===== config.mk =====
export PLATFORM = sky130hd
export DESIGN_NAME = alpha_fade_interpolator_core
export DESIGN_NICKNAME = d
export VERILOG_FILES = /design/src/sv/afi_pkg.sv /design/src/sv/afi_controller.sv /design/src/sv/afi_datapath.sv /design/src/sv/alpha_fade_interpolator_core.sv
export SDC_FILE = /design/constraint.sdc
export NUM_CORES = 1
export LEC_CHECK = 0
export ABC_AREA = 1
export BUFFER_PORTS_ARGS = -buffer_cell sky130_fd_sc_hd__buf_2
export CAP_MARGIN = 20
export CORE_AREA = 2 2 187 189
export CTS_CLUSTER_SIZE = 8
export DETAILED_ROUTE_END_ITERATION = 8
export DIE_AREA = 0 0 189 191
export PLACE_DENSITY_LB_ADDON = 0.12
export SYNTH_ARGS = -nofsm -noshare
export SYNTH_HDL_FRONTEND = slang
export SYNTH_SLANG_ARGS = --single-unit

===== constraint.sdc =====
create_clock -name clock -period 15 [get_ports clock]
set_input_delay 2.25 -clock clock [delete_from_list [all_inputs] [get_ports clock]]
set_output_delay 2.25 -clock clock [all_outputs]
set_load 0.03 [all_outputs]

===== src/sv/afi_pkg.sv =====
// ----------------------------------------------------------------------------
// afi_pkg
// Shared types and constants for the alpha fade interpolator: controller
// states, the command and status groups between controller and datapath.
// ----------------------------------------------------------------------------
package afi_pkg;

   // Fixed field widths of the request and response beats.
   localparam int ALPHA_WIDTH  = 8;
   localparam int LAYER_WIDTH  = 8;
   localparam int SERIAL_WIDTH = 32;
   localparam int TICK_WIDTH   = 16;

   // The quotient of the interpolation is always below 2**ALPHA_WIDTH, so the
   // divider resolves one quotient bit per step over this many steps.
   localparam int DIV_STEPS    = ALPHA_WIDTH;
   localparam int STEP_BITS    = $clog2(DIV_STEPS);

   // Controller states.
   typedef enum logic [2:0] {
      ST_IDLE,
      ST_MUL,
      ST_DIV,
      ST_FIN,
      ST_OUT
   } state_type;

   // Commands from the controller to the datapath.
   typedef struct packed {
      logic load_item;    // Apply a request beat to the fade state.
      logic mul_load;     // Form the scaled delta and seed the divider.
      logic div_step;     // Resolve one quotient bit.
      logic write_alpha;  // Commit the interpolated alpha.
      logic load_rsp;     // Move the result into the output register.
   } cmd_type;

   // Status from the datapath to the controller.
   typedef struct packed {
      logic need_interp;  // The beat being accepted needs an interpolation.
      logic rsp_free;     // The output register can take a result.
   } status_type;

endpackage


===== src/sv/afi_controller.sv =====
// ----------------------------------------------------------------------------
// afi_controller
// Sequencer for one tick: accept, optional multiply and eight divide steps,
// alpha commit, then hand-off to the output register.
// ----------------------------------------------------------------------------
module afi_controller (
   input  logic                clock,
   input  logic                reset,
   input  logic                req_valid,
   output logic                req_ready,
   input  afi_pkg::status_type status,
   output afi_pkg::cmd_type    cmd
);
   import afi_pkg::*;

   state_type             state_ff, state_in;
   logic [STEP_BITS-1:0]  step_ff,  step_in;
   logic                  accept;

   assign req_ready = (state_ff == ST_IDLE);
   assign accept    = req_valid && req_ready;

   // Next state and divide step count.
   always_comb begin
      state_in = state_ff;
      step_in  = step_ff;
      unique case (state_ff)
         ST_IDLE: begin
            if (accept) begin
               state_in = status.need_interp ? ST_MUL : ST_OUT;
            end
         end
         ST_MUL: begin
            state_in = ST_DIV;
            step_in  = '0;
         end
         ST_DIV: begin
            if (step_ff == STEP_BITS'(DIV_STEPS - 1)) begin
               state_in = ST_FIN;
            end else begin
               step_in = step_ff + 1'b1;
            end
         end
         ST_FIN: begin
            state_in = ST_OUT;
         end
         ST_OUT: begin
            if (status.rsp_free) begin
               state_in = ST_IDLE;
            end
         end
         default: begin
            state_in = ST_IDLE;
         end
      endcase
   end

   // Commands to the datapath.
   always_comb begin
      cmd = '0;
      unique case (state_ff)
         ST_IDLE: cmd.load_item   = accept;
         ST_MUL:  cmd.mul_load    = 1'b1;
         ST_DIV:  cmd.div_step    = 1'b1;
         ST_FIN:  cmd.write_alpha = 1'b1;
         ST_OUT:  cmd.load_rsp    = status.rsp_free;
         default: cmd = '0;
      endcase
   end

   always_ff @(posedge clock) begin
      if (reset) begin
         state_ff <= ST_IDLE;
         step_ff  <= '0;
      end else begin
         state_ff <= state_in;
         step_ff  <= step_in;
      end
   end

endmodule


===== src/sv/afi_datapath.sv =====
// ----------------------------------------------------------------------------
// afi_datapath
// Fade state, elapsed-time update, delta multiplier, bit-serial divider and
// the output register of the response channel.
// ----------------------------------------------------------------------------
module afi_datapath #(
   parameter int TIME_WIDTH = 16
) (
   input  logic                                 clock,
   input  logic                                 reset,
   input  afi_pkg::cmd_type                     cmd,
   output afi_pkg::status_type                  status,
   input  logic [afi_pkg::TICK_WIDTH-1:0]       req_tick_ms,
   input  logic [afi_pkg::SERIAL_WIDTH-1:0]     req_request_serial,
   input  logic [afi_pkg::LAYER_WIDTH-1:0]      req_request_layers,
   input  logic [afi_pkg::ALPHA_WIDTH-1:0]      req_request_alpha,
   input  logic [afi_pkg::TICK_WIDTH-1:0]       req_request_length_ms,
   output logic                                 rsp_valid,
   input  logic                                 rsp_ready,
   output logic [afi_pkg::ALPHA_WIDTH-1:0]      rsp_alpha_now,
   output logic                                 rsp_fading,
   output logic [afi_pkg::LAYER_WIDTH-1:0]      rsp_layers_now
);
   import afi_pkg::*;

   localparam int PROD_WIDTH = TIME_WIDTH + ALPHA_WIDTH;

   // Fade state.
   logic [SERIAL_WIDTH-1:0] serial_ff,   serial_in;
   logic                    prog_ff,     prog_in;
   logic [LAYER_WIDTH-1:0]  layers_ff,   layers_in;
   logic [ALPHA_WIDTH-1:0]  cur_ff,      cur_in;
   logic [ALPHA_WIDTH-1:0]  origin_ff,   origin_in;
   logic [ALPHA_WIDTH-1:0]  goal_ff,     goal_in;
   logic [TIME_WIDTH-1:0]   len_ff,      len_in;
   logic [TIME_WIDTH-1:0]   spent_ff,    spent_in;

   // Divider.
   logic [TIME_WIDTH-1:0]   rem_ff;
   logic [ALPHA_WIDTH-1:0]  low_ff;
   logic [ALPHA_WIDTH-1:0]  quot_ff;
   logic                    neg_ff;

   // Output register.
   logic                    rsp_valid_ff;
   logic [ALPHA_WIDTH-1:0]  rsp_alpha_ff;
   logic                    rsp_fading_ff;
   logic [LAYER_WIDTH-1:0]  rsp_layers_ff;

   logic [31:0]             tick_ext, length_ext;
   logic [TIME_WIDTH-1:0]   tick_t, length_t, remaining;
   logic                    new_fade, need_interp;
   logic [ALPHA_WIDTH-1:0]  mag;
   logic [PROD_WIDTH-1:0]   product;
   logic [TIME_WIDTH:0]     trial;
   logic [TIME_WIDTH:0]     trial_diff;

   // Time fields are taken at TIME_WIDTH bits.
   assign tick_ext   = 32'(req_tick_ms);
   assign length_ext = 32'(req_request_length_ms);
   assign tick_t     = tick_ext[TIME_WIDTH-1:0];
   assign length_t   = length_ext[TIME_WIDTH-1:0];

   // Request beat: start a new fade on a serial change, then advance time.
   always_comb begin
      serial_in   = serial_ff;
      prog_in     = prog_ff;
      layers_in   = layers_ff;
      cur_in      = cur_ff;
      origin_in   = origin_ff;
      goal_in     = goal_ff;
      len_in      = len_ff;
      spent_in    = spent_ff;
      need_interp = 1'b0;
      remaining   = '0;
      new_fade    = (req_request_serial != serial_ff);
      if (new_fade) begin
         serial_in = req_request_serial;
         layers_in = req_request_layers;
         origin_in = cur_ff;
         goal_in   = req_request_alpha;
         len_in    = length_t;
         spent_in  = '0;
         prog_in   = (length_t != '0);
         if (length_t == '0) begin
            cur_in = req_request_alpha;
         end
      end
      if (prog_in) begin
         remaining = (spent_in < len_in) ? (len_in - spent_in) : '0;
         if (tick_t >= remaining) begin
            spent_in = len_in;
            cur_in   = goal_in;
            prog_in  = 1'b0;
         end else begin
            // The sum stays below the length, so it cannot wrap.
            spent_in    = spent_in + tick_t;
            need_interp = 1'b1;
         end
      end
   end

   // Magnitude of the alpha delta and its product with the elapsed time.
   assign mag     = (goal_ff >= origin_ff) ? (goal_ff - origin_ff) : (origin_ff - goal_ff);
   assign product = PROD_WIDTH'(mag) * PROD_WIDTH'(spent_ff);

   // One restoring divide step; the partial remainder stays below the length.
   assign trial      = {rem_ff, low_ff[ALPHA_WIDTH-1]};
   assign trial_diff = trial - {1'b0, len_ff};

   always_ff @(posedge clock) begin
      if (reset) begin
         serial_ff <= '0;
         prog_ff   <= 1'b0;
         layers_ff <= '0;
         cur_ff    <= '0;
         origin_ff <= '0;
         goal_ff   <= '0;
         len_ff    <= '0;
         spent_ff  <= '0;
      end else if (cmd.load_item) begin
         serial_ff <= serial_in;
         prog_ff   <= prog_in;
         layers_ff <= layers_in;
         cur_ff    <= cur_in;
         origin_ff <= origin_in;
         goal_ff   <= goal_in;
         len_ff    <= len_in;
         spent_ff  <= spent_in;
      end else if (cmd.write_alpha) begin
         // The quotient never exceeds the delta, so the result stays in range.
         cur_ff <= neg_ff ? (origin_ff - quot_ff) : (origin_ff + quot_ff);
      end
   end

   // Divider seeding and stepping.
   always_ff @(posedge clock) begin
      if (cmd.mul_load) begin
         rem_ff  <= product[PROD_WIDTH-1:ALPHA_WIDTH];
         low_ff  <= product[ALPHA_WIDTH-1:0];
         quot_ff <= '0;
         neg_ff  <= (goal_ff < origin_ff);
      end else if (cmd.div_step) begin
         low_ff <= {low_ff[ALPHA_WIDTH-2:0], 1'b0};
         if (!trial_diff[TIME_WIDTH] && (trial >= {1'b0, len_ff})) begin
            rem_ff  <= trial_diff[TIME_WIDTH-1:0];
            quot_ff <= {quot_ff[ALPHA_WIDTH-2:0], 1'b1};
         end else begin
            rem_ff  <= trial[TIME_WIDTH-1:0];
            quot_ff <= {quot_ff[ALPHA_WIDTH-2:0], 1'b0};
         end
      end
   end

   // Output register of the response channel.
   always_ff @(posedge clock) begin
      if (reset) begin
         rsp_valid_ff <= 1'b0;
      end else if (cmd.load_rsp) begin
         rsp_valid_ff <= 1'b1;
      end else if (rsp_ready) begin
         rsp_valid_ff <= 1'b0;
      end
   end

   always_ff @(posedge clock) begin
      if (cmd.load_rsp) begin
         rsp_alpha_ff  <= cur_ff;
         rsp_fading_ff <= prog_ff;
         rsp_layers_ff <= layers_ff;
      end
   end

   assign status.need_interp = need_interp;
   assign status.rsp_free    = !rsp_valid_ff || rsp_ready;

   assign rsp_valid      = rsp_valid_ff;
   assign rsp_alpha_now  = rsp_alpha_ff;
   assign rsp_fading     = rsp_fading_ff;
   assign rsp_layers_now = rsp_layers_ff;

   // An active fade has not yet used up its length.
   a_prog_bounded: assert property (@(posedge clock) disable iff (reset)
      prog_ff |-> (spent_ff < len_ff))
      else $error("active fade with elapsed time at or past its length");

   // The partial remainder stays below the divisor on every step.
   a_rem_bounded: assert property (@(posedge clock) disable iff (reset)
      cmd.div_step |-> (rem_ff < len_ff))
      else $error("divider remainder not below the fade length");

   // A loaded result is presented on the next cycle.
   a_rsp_loaded: assert property (@(posedge clock) disable iff (reset)
      cmd.load_rsp |=> rsp_valid_ff)
      else $error("result loaded but response not valid");

   // A result is only loaded when the output register can take it.
   a_rsp_no_overwrite: assert property (@(posedge clock) disable iff (reset)
      cmd.load_rsp |-> (!rsp_valid_ff || rsp_ready))
      else $error("result loaded over a pending response");

endmodule


===== src/sv/alpha_fade_interpolator_core.sv =====
// ----------------------------------------------------------------------------
// alpha_fade_interpolator_core
// Linear alpha fade interpolator: one response beat per tick beat.
// ----------------------------------------------------------------------------
// Usage:
//   The req_ channel carries one tick beat: elapsed milliseconds and the
//   latest fade request (serial, layer mask, target alpha, length). A serial
//   that differs from the stored one starts a new fade from the current alpha.
//   The rsp_ channel returns exactly one beat per tick beat with the alpha
//   after the tick, the fading flag and the active layer mask.
//   A tick that needs no interpolation goes from accept straight to the output
//   load; a tick inside a fade first passes a multiply step, eight restoring
//   divide steps of the bit-serial divider and an alpha commit step, then the
//   output load. The next tick beat is accepted in the cycle after the response
//   is loaded, so no new tick is taken before the last result is loaded.
//   A finished response waits in the output register while the next tick is
//   accepted and processed; if the receiver still stalls, the controller holds
//   the new result until the output register frees up.
//   Reset (synchronous, active high) clears all fade state to zero and drops
//   rsp_valid; the block is ready for a tick as soon as reset is released.
// ----------------------------------------------------------------------------
module alpha_fade_interpolator_core #(
   parameter int TIME_WIDTH = 16
) (
   input  logic                                 clock,
   input  logic                                 reset,
   input  logic                                 req_valid,
   output logic                                 req_ready,
   input  logic [afi_pkg::TICK_WIDTH-1:0]       req_tick_ms,
   input  logic [afi_pkg::SERIAL_WIDTH-1:0]     req_request_serial,
   input  logic [afi_pkg::LAYER_WIDTH-1:0]      req_request_layers,
   input  logic [afi_pkg::ALPHA_WIDTH-1:0]      req_request_alpha,
   input  logic [afi_pkg::TICK_WIDTH-1:0]       req_request_length_ms,
   output logic                                 rsp_valid,
   input  logic                                 rsp_ready,
   output logic [afi_pkg::ALPHA_WIDTH-1:0]      rsp_alpha_now,
   output logic                                 rsp_fading,
   output logic [afi_pkg::LAYER_WIDTH-1:0]      rsp_layers_now
);
   import afi_pkg::*;

   cmd_type    cmd;
   status_type status;

   // Sequencer.
   afi_controller u_controller (
      .clock     (clock),
      .reset     (reset),
      .req_valid (req_valid),
      .req_ready (req_ready),
      .status    (status),
      .cmd       (cmd)
   );

   // Fade state, arithmetic and output register.
   afi_datapath #(
      .TIME_WIDTH (TIME_WIDTH)
   ) u_datapath (
      .clock                 (clock),
      .reset                 (reset),
      .cmd                   (cmd),
      .status                (status),
      .req_tick_ms           (req_tick_ms),
      .req_request_serial    (req_request_serial),
      .req_request_layers    (req_request_layers),
      .req_request_alpha     (req_request_alpha),
      .req_request_length_ms (req_request_length_ms),
      .rsp_valid             (rsp_valid),
      .rsp_ready             (rsp_ready),
      .rsp_alpha_now         (rsp_alpha_now),
      .rsp_fading            (rsp_fading),
      .rsp_layers_now        (rsp_layers_now)
   );

endmodule

# Word level (Yosys, flattened, before mapping)
# Index checks and enable logic that the tools add are counted.
# classes
n_div,0
n_eq_ne,10
addsub,8
reduce_logical,15
bitwise,0
mul,1
muxes,37
shifts,0
n_lt_le_gt_ge,5
# op_table
op,count
16-bit 2-to-1 mux,8
8-bit 2-to-1 mux,11
32-bit != test,1
8-bit by 16-bit multiplier with 24-bit output,1
8-bit subtractor,3
17-bit by 16-bit >= comparator with 1-bit output,1
17-bit by 16-bit subtractor with 17-bit output,1
16-bit adder,1
16-bit >= comparator,1
16-bit logical NOT,1
16-bit < comparator,1
16-bit nonzero test,1
16-bit subtractor,1
3-bit 2-to-1 mux,5
3-bit case mux with 5 select lines,1
1-bit 2-to-1 mux,11
8-bit adder,1
8-bit >= comparator,1
8-bit < comparator,1
2-bit nonzero test,4
"3-bit by 2-bit equality test with 1-bit output, second input constant",2
"3-bit equality test, second input constant",2
3-bit case mux with 2 select lines,1
"2-bit by 1-bit != test with 1-bit output, second input constant",2
9 further kinds,13
# word_totals
n_memories,0
elab_cells,94
in_bits,84
latchBits,0
mem_bits_ro,0
reg_bits,154
output_inout_bits,19
ramBits,0

# Longest topological paths before layout
# logic_depth
word_depth,10
ltp_mapped,38

# By module
# From an unflattened synthesis, not the netlist that was laid out.
# hier_totals
cells_unflattened,2169
area_unflattened_um2,15179.6
# modules_own_cells
mod,seq_area_each_um2,cells_each,area_per_inst_um2,n_inst
afi_datapath,3383.2,2114,14806.7,1
afi_controller,120.1,55,372.9,1

# Worst setup path after synthesis
# No wires, ideal clock.
# synth_timing
path_kind,input to register
from,input req_request_serial[29] in the netlist's numbering
to,register u_datapath.cur_ff[2]
cell_stages,34
path_slack_ns,8.479
t_required_ns,14.881
arrival_ns,6.402
cell_sequence,inv_1 > nand2_1 > nand2_1 > nand2_1 > nor2_1 > nand2_1 > nor2_2 > nand2_2 > clkbuf_1 > o21a_1 > inv_1 > ha_1 > inv_1 > fa_1 > nand3_1 > nand2_1 > a21oi_1 > o21ai_0 > a21boi_0 > xor2_1 > or2_2 > ha_1 > nand2_1 > inv_1 > nand3_1 > nor3_1 > nand2_1 > nand3_1 > inv_1 > nor2_4 > buf_4 > nand3_1 > nand3_1 > a21oi_1
# synth_via
elab_chain_len,8
elab_cells_between_ends,13
# synth_lines
element,line_no,rtl
from (decl),alpha_fade_interpolator_core.sv:30,"input logic [afi_pkg::SERIAL_WIDTH-1:0] req_request_serial,"
32-bit != test *,afi_datapath.sv:76,new_fade = (req_request_serial != serial_ff);
16-bit 2-to-1 mux,afi_datapath.sv:77,if (new_fade) begin
16-bit subtractor or 16-bit < comparator (tied branches),afi_datapath.sv:90,remaining = (spent_in < len_in) ? (len_in - spent_in) : '0;
16-bit 2-to-1 mux,afi_datapath.sv:90,
16-bit >= comparator,afi_datapath.sv:91,if (tick_t >= remaining) begin
8-bit 2-to-1 mux,afi_datapath.sv:91,
8-bit 2-to-1 mux *,afi_datapath.sv:89,if (prog_in) begin
8-bit 2-to-1 mux *,afi_datapath.sv:121,end else if (cmd.load_item) begin
to (signal assigned),afi_datapath.sv:125,cur_ff <= cur_in;
to (signal assigned),afi_datapath.sv:132,cur_ff <= neg_ff ? (origin_ff - quot_ff) : (origin_ff + quot_ff);
to (decl),afi_datapath.sv:32,"logic [ALPHA_WIDTH-1:0] cur_ff, cur_in;"
# Mark *: on every way between the ends. The rest lies on a longest branch, timed or not.
# A chain may end at the register's enable or synchronous reset.

# Final worst setup path
# layout_timing
from,input req_request_serial[8] in the netlist's numbering
to,register u_datapath.cur_ff[7]
# The elaborated chain is that of the path after synthesis.

==> run_results.csv <==
group,metric,value,unit
worst_setup_path,worstPathMaxFanout,63,
worst_setup_path,end_kind,"register",
placement,port_buffers,102,
hold_path,min_path_type,"reg2reg",
synth,synth_nets,2462,
clocking,max-clock-path-buffers,2,
worst_setup_path,cp.required,15.35,ns
hold_path,hold_end,"u_datapath.rsp_layers_now[1]",
worst_setup_path,cp-startpoint,"req_request_serial[8]",
detailed_routing,via_count,14200,
sta,fin_tns_setup,0,ns
detailed_routing,drc,0,
clocking,postCtsSetupRepairBufs,0,
floorplanning,rows,68,
synth,synth_edf_count,42,
finish,design_area,16600,µm²
clocking,cts_root_buf,"clkbuf_16",
synth,synth_cells,2156,
synth,synth_top_area_frac,0.148,
clocking,clock_latency,0.45,ns
clocking,cts_buffers,17,
synth,synthArstFlopShare,0,
detailed_routing,drt-pass1-iter-count,5,
sta,period_needed,7.67,ns
floorplanning,chipHeight,191,µm
grt,grt-ovfl-total,0,
synth,yosys_warnings,0,
worst_setup_path,reg2reg_to,"u_datapath.rem_ff[15]",
synth,ys_types,51,
grt,grt_pass1_vias,13600,
sta,final.setup.worst_slack,7.33,ns
worst_setup_path,critPathMostFrequentCell,"nand2_1",
grt,antenna_found_initial,1,
placement,place_area,16000,µm²
clocking,h-tree-depth,4,
sta,slew_violations,0,
grt,grt_pass1_wl,72600,µm
finish,syn_to_final_growth,9.43,%
clocking,tritoncts,"done",
synth,avgSynthCellArea,7.02,µm²
synth,netlist_area,15100,µm²
sta,fmax,130,MHz
detailed_routing,antenna_left,0,
sta,final.setup_skew,0.0131,ns
sta,finalSetupViolCount,0,
detailed_routing,wl,45000,µm
worst_setup_path,path_class,"in2reg",
floorplanning,core-area,34100,µm²
sta,slew_headroom,0.376,
finish,drive_gt1_frac,0.0916,
worst_setup_path,cp.arrival,8.02,ns
clocking,cts.clk_slew.worst_paths,0.07,ns
placement,gp_congestion,0.895,
worst_setup_path,crit-reg2reg-launch,"u_datapath.goal_ff[0]",
sta,hold_viol,0,
synth,synth.area.top_cells,"dfxtp_1, fa_1, ha_1",
detailed_routing,wire_per_inst,16.7,µm
hold_path,holdPathStages,0,
floorplanning,start_util,0.444,
worst_setup_path,reg2reg_setup_slack,7.73,ns
sta,worstMarginPinSlew,0.936,ns
clocking,cts_sinks,154,
detailed_routing,drtIter0Drc,856,
status,status,"complete, no violations",
finish,nNetsFinal,2531,
synth,yosysSeqAreaShare,0.231,
worst_setup_path,r2r_cells,31,
sta,period_share,0.511,
synth,synthFlopType,"dfxtp_1",
grt,grt_start_max_net_pins,94,
placement,hpwl,35400,µm
sta,rsz0062_at_grt,"false",
worst_setup_path,cpPeakStageDelay,0.58,ns
synth,yosysTopAreaCell,"dfxtp_1",
job,maxCapViolations,0,
worst_setup_path,slowest_stage,"nor2_4",
synth,ys_seq_elements,154,
floorplanning,fp.dieArea,36100,µm²
finish,fillers,3518,
grt,grtUsageTotal,0.254,
detailed_routing,vias_per_cell,5.28,
clocking,cts_hold_buf,0,
placement,post-place-ws,6.95,ns
floorplanning,die_width,189,µm
worst_setup_path,start_kind,"input pin",
hold_path,min_from,"u_datapath.layers_ff[1]",
clocking,cts_resized,0,
floorplanning,ioPinCount,103,
==> cell usage in the layout (no fill, tap or decap), drive strengths merged, types with 20 or more instances in the layout <==
cell type,instances
fa,90
a21oi,185
ha,132
edfxtp,42
clkbuf,20
nand3,101
o21ai,202
inv,364
nor2,253
buf,111
xor2,34
dfxtp,112
nand2,434
xnor2,31
==> area by class of cell <==
class                   count  area [µm²]  share of cell area
multi-input cells        1577        9980               0.602
flip-flops and latches    154        3500               0.211
inverters                 364        1370              0.0826
repair buffers            111         591              0.0356
well taps                 455         569              0.0344
clock buffers              20         457              0.0276
clock inverters            12         105             0.00634
diodes                      1        2.50            0.000151
==> metal layers <==
layer	up-vias	part of all wire	track usage
li1	7066	-	-
met1	6719	0.46	0.344
met2	385	0.47	0.429
met3	48	0.051	0.0345
met4	0	0.017	0.0604
met5	-	0	0
==> registers in the layout, indices dropped and copies added, names as in the netlist <==
name and count:
u_datapath.rsp_fading 1, u_datapath.prog_ff 1, u_datapath.rsp_layers_now 8, u_datapath.quot_ff 8
u_datapath.goal_ff 8, u_datapath.cur_ff 8, u_datapath.spent_ff 16, u_datapath.serial_ff 32
u_controller.state_ff 3, u_datapath.rsp_alpha_now 8, u_datapath.rem_ff 16, u_datapath.len_ff 16
u_datapath.layers_ff 8, u_datapath.low_ff 8, u_datapath.rsp_valid 1, u_datapath.neg_ff 1
u_datapath.origin_ff 8, u_controller.step_ff 3
==> cell usage after synthesis (29+ instances only) <==
cell / number
nand2_1: 424
xnor2_1: 31
fa_1: 90
dfxtp_1: 112
nand3_1: 100
edfxtp_1: 42
xor2_1: 32
o21ai_0: 194
a21oi_1: 184
inv_1: 343
ha_1: 132
nor2_1: 238
clkbuf_1: 29
==> kinds of logic (layout without fill, tap and decap cells) <==
family	after synthesis	count (layout)	synth area share
XOR/XNOR	65	65	0.0393
adder cells (fa/ha/maj)	222	222	0.228
buffers and inverters	425	507	0.110
flip-flops	154	154	0.231
AND/OR/NAND/NOR	841	841	0.232
other	0	1	0
AO/OA/AOI/OAI	449	449	0.159
==> per-stage QoR <==
stage | utilization | hold slack, ns | std cells
after floorplan | - | 0.403 | 2156
after global placement | 0.469 | 0.408 | 2660
after detailed placement | 0.469 | 0.413 | 2660
after CTS | 0.485 | 0.429 | 2692
after global routing | 0.486 | 0.439 | 2693
final | 0.486 | 0.429 | 2694
==> critical path, delay by kind of cell <==
| family | cells | cell delay (ns) |
|---|---|---|
| XOR/XNOR | 1 | 0.10 |
| AND/OR/NAND/NOR | 20 | 2.70 |
| AO/OA/AOI/OAI | 4 | 0.92 |
| buffers and inverters | 7 | 1.36 |
| adder cells (fa/ha/maj) | 2 | 0.58 |
==> how the worst max path moves through the flow <==
stage,end,slack (ns)
after detailed placement,u_datapath.cur_ff[7],6.95
after CTS,u_datapath.cur_ff[7],7.42
after floorplan,u_datapath.cur_ff[2],8.48
final,u_datapath.cur_ff[7],7.33
after global placement,u_datapath.cur_ff[7],7.06
after global routing,u_datapath.cur_ff[7],6.75
Power is not shown: default switching activity piles up to over one toggle a cycle in this logic, so the estimate is an artifact.
